**src/arpnc_pkg.sv**
```systemverilog
// ----------------------------------------------------------------------------
// arpnc_pkg
// Shared constants and types for the ARP neighbor cache.
// ----------------------------------------------------------------------------
package arpnc_pkg;

  localparam int SLOT_COUNT = 32;
  localparam int IDX_W      = (SLOT_COUNT > 1) ? $clog2(SLOT_COUNT) : 1;
  localparam int CNT_W      = $clog2(SLOT_COUNT + 1);

  localparam logic [31:0] ALL_IP  = 32'hFFFF_FFFF;
  localparam logic [47:0] MAC_ALL = 48'hFFFF_FFFF_FFFF;

  localparam logic REQ_STORE  = 1'b0;
  localparam logic REQ_LOOKUP = 1'b1;

  typedef enum logic [1:0] {
    ST_IDLE,
    ST_SCAN,
    ST_WRITE,
    ST_RESP
  } arpnc_state_t;

endpackage

```
**src/arp_neighbor_cache.sv**
```systemverilog
// ----------------------------------------------------------------------------
// arp_neighbor_cache
// IPv4-to-MAC neighbor cache with a fixed number of slots.
// ----------------------------------------------------------------------------
// A store word writes an IP/MAC/time mapping into the slot that already holds
// the IP, else the first free slot, else the first slot with the oldest time.
// A lookup word returns the broadcast MAC for broadcast addresses, otherwise
// the MAC of the first valid matching slot. Every non-ignored store or
// non-broadcast lookup scans all SLOT_COUNT slots through one read port of
// the slot memory, one slot per cycle with one address compare and one time
// compare. Broadcast lookups and ignored stores (address zero or all ones)
// skip the scan. The block accepts one word at a time; a finished result
// waits in the output register while the next word is taken. Valid bits
// clear at reset; no clearing pass is needed. cfg_ready is always high.
// ----------------------------------------------------------------------------
module arp_neighbor_cache import arpnc_pkg::*; (
  input  logic        clk,
  input  logic        rst,
  input  logic        cfg_valid,
  output logic        cfg_ready,
  input  logic [31:0] cfg_data,
  input  logic        req_valid,
  output logic        req_stall,
  input  logic        req_type,
  input  logic [31:0] entry_ip,
  input  logic [47:0] entry_mac,
  input  logic [47:0] now_ms,
  output logic        rsp_valid,
  input  logic        rsp_stall,
  output logic        found,
  output logic        is_broadcast,
  output logic [47:0] result_mac
);

  arpnc_state_t state, state_next;

  logic [31:0] subnet_mask;

  // Slot storage.
  logic [SLOT_COUNT-1:0] slot_valid;
  logic [31:0] ip_mem    [SLOT_COUNT];
  logic [47:0] mac_mem   [SLOT_COUNT];
  logic [47:0] stamp_mem [SLOT_COUNT];

  // Latched request.
  logic        op_store;
  logic        op_bcast;
  logic [31:0] op_ip;
  logic [47:0] op_mac;
  logic [47:0] op_stamp;

  // Scan pipeline.
  logic [CNT_W-1:0] scan_cnt;
  logic [IDX_W-1:0] rd_addr;
  logic             issue;
  logic             q_vld;
  logic [IDX_W-1:0] q_idx;
  logic [31:0]      rd_ip;
  logic [47:0]      rd_mac;
  logic [47:0]      rd_stamp;
  logic             scan_last;

  // Scan results.
  logic             hit_flag;
  logic [IDX_W-1:0] hit_idx;
  logic [47:0]      hit_mac;
  logic             free_flag;
  logic [IDX_W-1:0] free_idx;
  logic [IDX_W-1:0] old_idx;
  logic [47:0]      old_stamp;
  logic [IDX_W-1:0] wr_idx;

  logic accept;
  logic rsp_free;
  logic load_rsp;
  logic is_bcast_ip;
  logic ignore_store;

  assign cfg_ready = 1'b1;
  assign req_stall = (state != ST_IDLE);
  assign accept    = req_valid && !req_stall;
  assign rsp_free  = !rsp_valid || !rsp_stall;

  assign is_bcast_ip  = (entry_ip == ALL_IP) ||
                        ((subnet_mask != '0) && ((entry_ip | subnet_mask) == ALL_IP));
  assign ignore_store = (entry_ip == '0) || (entry_ip == ALL_IP);

  assign issue     = (state == ST_SCAN) && (scan_cnt < CNT_W'(SLOT_COUNT));
  assign rd_addr   = scan_cnt[IDX_W-1:0];
  assign scan_last = q_vld && (q_idx == IDX_W'(SLOT_COUNT - 1));
  assign wr_idx    = hit_flag ? hit_idx : (free_flag ? free_idx : old_idx);

  always_ff @(posedge clk) begin
    if (rst) begin
      state <= ST_IDLE;
    end else begin
      state <= state_next;
    end
  end

  always_comb begin
    state_next = state;
    load_rsp   = 1'b0;
    case (state)
      ST_IDLE: begin
        if (accept) begin
          if (req_type == REQ_LOOKUP) begin
            state_next = is_bcast_ip ? ST_RESP : ST_SCAN;
          end else if (!ignore_store) begin
            state_next = ST_SCAN;
          end
        end
      end
      ST_SCAN: begin
        if (scan_last) begin
          state_next = op_store ? ST_WRITE : ST_RESP;
        end
      end
      ST_WRITE: begin
        state_next = ST_IDLE;
      end
      ST_RESP: begin
        if (rsp_free) begin
          load_rsp   = 1'b1;
          state_next = ST_IDLE;
        end
      end
      default: begin
        state_next = ST_IDLE;
      end
    endcase
  end

  always_ff @(posedge clk) begin
    if (rst) begin
      subnet_mask <= '0;
    end else if (cfg_valid && cfg_ready) begin
      subnet_mask <= cfg_data;
    end
  end

  always_ff @(posedge clk) begin
    if (accept) begin
      op_store <= (req_type == REQ_STORE);
      op_bcast <= is_bcast_ip;
      op_ip    <= entry_ip;
      op_mac   <= entry_mac;
      op_stamp <= now_ms;
    end
  end

  // Slot memory: one write port, one registered read port.
  always_ff @(posedge clk) begin
    if (state == ST_WRITE) begin
      ip_mem[wr_idx]    <= op_ip;
      mac_mem[wr_idx]   <= op_mac;
      stamp_mem[wr_idx] <= op_stamp;
    end
  end

  always_ff @(posedge clk) begin
    if (issue) begin
      rd_ip    <= ip_mem[rd_addr];
      rd_mac   <= mac_mem[rd_addr];
      rd_stamp <= stamp_mem[rd_addr];
    end
  end

  always_ff @(posedge clk) begin
    if (rst) begin
      slot_valid <= '0;
    end else if (state == ST_WRITE) begin
      slot_valid[wr_idx] <= 1'b1;
    end
  end

  always_ff @(posedge clk) begin
    if (rst) begin
      scan_cnt <= '0;
      q_vld    <= 1'b0;
    end else begin
      if (accept) begin
        scan_cnt <= '0;
      end else if (issue) begin
        scan_cnt <= scan_cnt + 1'b1;
      end
      q_vld <= issue;
    end
  end

  always_ff @(posedge clk) begin
    q_idx <= rd_addr;
  end

  // One slot is judged per cycle. The oldest search covers every slot; its
  // answer is used only when all slots are valid, so every stamp is written.
  always_ff @(posedge clk) begin
    if (accept) begin
      hit_flag  <= 1'b0;
      free_flag <= 1'b0;
    end else if (q_vld) begin
      if (slot_valid[q_idx] && (rd_ip == op_ip) && !hit_flag) begin
        hit_flag <= 1'b1;
        hit_idx  <= q_idx;
        hit_mac  <= rd_mac;
      end
      if (!slot_valid[q_idx] && !free_flag) begin
        free_flag <= 1'b1;
        free_idx  <= q_idx;
      end
      if ((q_idx == '0) || (rd_stamp < old_stamp)) begin
        old_idx   <= q_idx;
        old_stamp <= rd_stamp;
      end
    end
  end

  always_ff @(posedge clk) begin
    if (rst) begin
      rsp_valid <= 1'b0;
    end else if (load_rsp) begin
      rsp_valid <= 1'b1;
    end else if (!rsp_stall) begin
      rsp_valid <= 1'b0;
    end
  end

  always_ff @(posedge clk) begin
    if (load_rsp) begin
      if (op_bcast) begin
        found        <= 1'b1;
        is_broadcast <= 1'b1;
        result_mac   <= MAC_ALL;
      end else begin
        found        <= hit_flag;
        is_broadcast <= 1'b0;
        result_mac   <= hit_flag ? hit_mac : '0;
      end
    end
  end

`ifndef SYNTHESIS
  a_bcast_word: assert property (@(posedge clk) disable iff (rst)
    rsp_valid && is_broadcast |-> found && (result_mac == MAC_ALL))
    else $error("broadcast result without found flag or broadcast MAC");

  a_miss_word: assert property (@(posedge clk) disable iff (rst)
    rsp_valid && !found |-> (result_mac == '0) && !is_broadcast)
    else $error("miss result carries a nonzero MAC");

  a_read_in_scan: assert property (@(posedge clk) disable iff (rst)
    q_vld |-> (state == ST_SCAN))
    else $error("slot read data outside of a scan");

  a_write_once: assert property (@(posedge clk) disable iff (rst)
    (state == ST_WRITE) |=> (state == ST_IDLE) && slot_valid[$past(wr_idx)])
    else $error("slot write did not complete in one cycle");
`endif

endmodule

```
**config.mk**
```make
export PLATFORM = sky130hd
export DESIGN_NAME = arp_neighbor_cache
export DESIGN_NICKNAME = d
export VERILOG_FILES = /design/src/arpnc_pkg.sv /design/src/arp_neighbor_cache.sv
export SDC_FILE = /design/constraint.sdc
export NUM_CORES = 2
export LEC_CHECK = 0
export BUFFER_PORTS_ARGS = -buffer_cell sky130_fd_sc_hd__buf_2
export CORE_UTILIZATION = 35
export CTS_CLUSTER_DIAMETER = 40
export CTS_CLUSTER_SIZE = 25
export DETAILED_ROUTE_END_ITERATION = 12
export RECOVER_POWER = 100
export SYNTH_ARGS = -nofsm -noshare
export SYNTH_HDL_FRONTEND = slang
export SYNTH_SLANG_ARGS = --single-unit
export TNS_END_PERCENT = 50
```
**constraint.sdc**
```tcl
create_clock -name clk -period 16.3 [get_ports clk]
set_input_delay 3.26 -clock clk [delete_from_list [all_inputs] [get_ports clk]]
set_output_delay 3.26 -clock clk [all_outputs]
set_load 0.1 [all_outputs]
```
==> flow_results.org <==
** Status
- The run finished, with violations left.
- Failing checks :: max-capacitance violations, max-slew violations

** Global route
- GR Overflow Total :: 0
- Entering global routing, the biggest net connects 145 pins.
- Wire length of the first global-routing pass :: approximately 620000 µm
- Initial antenna violation count :: between 40 and 50
- The number of global-route vias before repair is about 80000.
- Overall global routing resource usage :: 0.176

** Power
- PwrDens :: between 100 and 150 nW/µm²
- The completed layout was analyzed and its total power is around 0.026 W.
- The worst-case IR drop observed on VDD is slightly below 0.1 mV.
- For this design the static power due to leakage is about 59 nW.

** Routing
- For this run, the detailed router's first-pass iteration total came to 5.
- After the first detailed-routing iteration, the DRC count stood at 9735.
- Post-route DRC :: 0
- Average detailed-routed wire length per instance :: 31.0 µm
- For this block, the routed nets add up to around 450000 µm of wire.
- The detail route stage leaves a number of antenna-violating nets equal to 0.
- In the routed layout, each cell is associated on average with a via count of 5.43.
- Total via count in the routed design :: 78100

** CTS
- Number of buffers inserted for hold repair after clock tree synthesis :: 0
- The cell sitting at the root of the clock tree is a sky130_fd_sc_hd__clkbuf_16.
- CTS buffer count :: roughly 470
- After clock tree synthesis, the setup repair step added 0 buffers.
- Clock tree from TritonCTS :: built
- CTS H-tree depth :: 5
- Clock edge transition at the registers on the reported setup and hold paths :: roughly 0.08 ns
- Later-pin clock latency in the skew report :: ~1.0 ns
- Gates resized during post-CTS repair numbered 0.
- For this design, the sink count on the clock tree is approximately 4600.
- Maximum root-to-sink buffer count :: 4

** Synth
- Total of warnings raised by yosys :: 0
- Post-synthesis instance area :: approximately 170000 µm²
- Gate Count Post-Synth :: 6943
- Post-synthesis simple-gate area fraction :: 0.00673
- The fraction of the mapped netlist area in compound gates came to 0.00578.
- After synthesis, the share of cell area in mux cells is 0.178.
- Of the total synthesized cell area, the portion taken by full adders, half adders and majority gates is 0.00348.
- Register area share after synthesis :: 0.794
- Post-synthesis cell type count :: 44
- Main combinational cell family by area after synthesis :: multiplexers
- Dividing the synthesized area by the synthesized cell count gives ~25 µm².
- Number of flip-flops and latches in the synthesized netlist :: 4596
- Of the total synthesized cell area, the portion taken by XOR and XNOR cells is 0.00182.
- The number of nets in the synthesized netlist is a little over 7000.

** STA
- Max-slew violation count :: between 3000 and 4000
- Of the available clock period, the critical path in the final layout requires 0.681.
- Setup repair after global routing left no endpoint under its margin.
- Number of endpoints failing setup at the final stage :: 0
- Setup skew after layout :: between 0.07 and 0.08 ns
- Number of hold violations in the final report :: 0
- Derived from the worst setup path, the maximum achievable clock frequency is about 90 MHz.
- Rel. slew slack :: -6.43
- Setup TNS Final :: 0 ns
- Clock period minus final worst setup slack :: 11.10 ns
- For the pin with the worst max-slew slack, the measured transition is approximately 11 ns.

** Floorplan
- Pin placement for this block handled roughly 220 I/O pins.
- Initial standard-cell utilization of the core :: 0.352
- In this run the core area contains 257 standard-cell rows.
- Full die area :: between 400000 and 500000 µm²
- Die Y-Extent :: 705 µm
- The region available for standard cell placement spans roughly 500000 µm².
- Die boundary width :: between 700 and 800 µm

** Placement
- RD Place Congestion :: about 0.8
- After legalization and detailed placement, the total HPWL measured ~220000 µm.
- Number of buffers added on ports :: roughly 220

** Final layout
- Of the cells placed in the final design, the portion with a size suffix greater than 1 is 0.306.
- The final layout contains 7710 nets.
- Relative to the synthesized area, the layout overhead comes to 14.7%.

** Worst setup path
- Crit path required time :: 16.89 ns
- The worst setup path is launched from a flip-flop.
- Critical path fanouts, max :: 85
- The critical path is of the flip-flop to flip-flop type.
- Measured in cells, the most critical reg-to-reg path has a length of 7.
- Worst path arrival time :: 11.69 ns
- Register-to-register setup slack :: 5.20 ns
- Start of the worst register-to-register path :: hit_flag
- Reg-to-reg critical path endpoint :: stamp_mem[7][18]
- Endpoint type of the worst setup path :: flip-flop

** Worst hold path
- Worst hold start :: rd_mac[30]
- Hold Path End :: hit_mac[30]
- The path class of the tightest hold or removal check is flip-flop to flip-flop.
- Worst hold path stage count :: 0

** Flow run
- Across the run, the number of max-cap violations was between 100 and 150.
## critical path: stages (launching register included)
cell and delay, ns:
sky130_fd_sc_hd__dfxtp_1 0.54, sky130_fd_sc_hd__clkbuf_1 3.05, sky130_fd_sc_hd__nand2_1 0.58, sky130_fd_sc_hd__o21ai_0 0.51
sky130_fd_sc_hd__nand2_1 0.37, sky130_fd_sc_hd__nor2_1 1.50, sky130_fd_sc_hd__clkbuf_1 3.24, sky130_fd_sc_hd__buf_12 0.67
## layer usage
| layer | global-route usage | share of wire | wire, µm | up-vias |
|---|---|---|---|---|
| met4 | 0.0432 | 0.026 | 11600 | 14 |
| li1 | - | - | - | 31200 |
| met2 | 0.302 | 0.51 | 226000 | 3260 |
| met5 | 0 | 0.00022 | 97 | - |
| met1 | 0.235 | 0.40 | 178000 | 43100 |
| met3 | 0.0266 | 0.070 | 31200 | 587 |
## sequential cells by signal, indices dropped and copies added, names as in the netlist, 32 cells and up
| signal | flops |
|---|---|
| hit_mac | 48 |
| ip_mem | 1024 |
| mac_mem | 1536 |
| old_stamp | 48 |
| op_ip | 32 |
| op_mac | 48 |
| op_stamp | 48 |
| rd_ip | 32 |
| rd_mac | 48 |
| rd_stamp | 48 |
| result_mac | 48 |
| slot_valid | 32 |
| stamp_mem | 1536 |
| subnet_mask | 32 |
## cell usage after synthesis (all sizes together)
library cell	number	area, µm²
nand2b	5	31.3
nand2	40	150
mux2i	55	551
and3b	1	8.76
nor4	17	106
o22ai	18	113
a21oi	54	270
and4	3	26.3
nor2	128	480
a21o	48	360
nor3	6	30.0
a211oi	7	52.6
nor2b	4	25.0
and2	1	6.26
mux2	130	1460
a2111oi	1	8.76
dfxtp	81	1620
nand3	11	55.1
a31oi	3	18.8
clkbuf	188	706
ha	48	601
buf	144	784
or2	3	18.8
edfxtp	4515	136000
o21ai	17	85.1
or4	3	22.5
mux4	1280	28800
xor2	14	123
nand3b	1	7.51
inv	53	199
xnor2	22	193
a22o	1	8.76
conb	1	3.75
o41a	1	11.3
nor3b	4	30.0
o41ai	1	8.76
a22oi	4	30.0
nand4	25	156
a32oi	1	8.76
o21a	3	22.5
or3b	1	8.76
## cell usage in the layout (no fill, tap or decap), drive strengths merged, types with 54 or more instances in the layout
cell type / netlist / final
edfxtp: 4515 / 4515
a21oi: 54 / 54
mux2i: 55 / 55
mux4: 1280 / 1280
nor2: 128 / 128
mux2: 130 / 130
buf: 144 / 180
clkinv: 0 / 148
dfxtp: 81 / 81
inv: 53 / 196
clkinvlp: 0 / 60
clkbuf: 188 / 724
## worst max path at each step
stage	cells past startpoint	start	endpoint
final	7	hit_flag	stamp_mem[7][18]
after global routing	8	hit_flag	mac_mem[17][17]
after CTS	8	hit_flag	mac_mem[3][17]
after detailed placement	5	req_valid	op_mac[17]
after global placement	5	req_valid	op_mac[17]
after floorplan	5	state[1]	scan_cnt[3]
## final cells by class
class                      instances  area (µm²)
clock inverter                   397        4700
antenna                            7        17.5
tap                             6475        8100
inverter                          53         200
clock buffer                     487       11800
multi-input combinational       1962       34000
fill                           42200      292000
sequential                      4596      137000
timing repair buffer             417        2250
## stage by stage
stage,hold WS [ns],instance area [µm²],utilization,instances,setup slack (ns)
4_1_cts,0.414,199000,0.406,14400,10.15
3_3_place_gp,0.403,183000,0.372,13500,10.01
2_1_floorplan,0.329,173000,-,6943,4.80
5_1_grt,0.418,198000,0.404,14400,5.03
6_report,0.411,198000,0.404,14400,5.20
3_5_place_dp,0.405,183000,0.372,13500,9.91
## power by group
| part | internal [W] | switching [W] | total (W) |
|---|---|---|---|
| clock network | 0.00623 | 0.00503 | 0.0113 |
| logic | 0.000433 | 0.000488 | 0.000921 |
| registers | 0.0132 | 0.000229 | 0.0134 |
## cells by family (layout without fill, tap and decap cells)
family,Yosys count,count (layout)
flip-flops,4596,4596
buffers and inverters,385,1354
other,1,8
multiplexers,1465,1465
adder cells (fa/ha/maj),48,48
AO/OA/AOI/OAI,159,159
XOR/XNOR,36,36
AND/OR/NAND/NOR,253,253
Power figures use the tool's default switching activity.
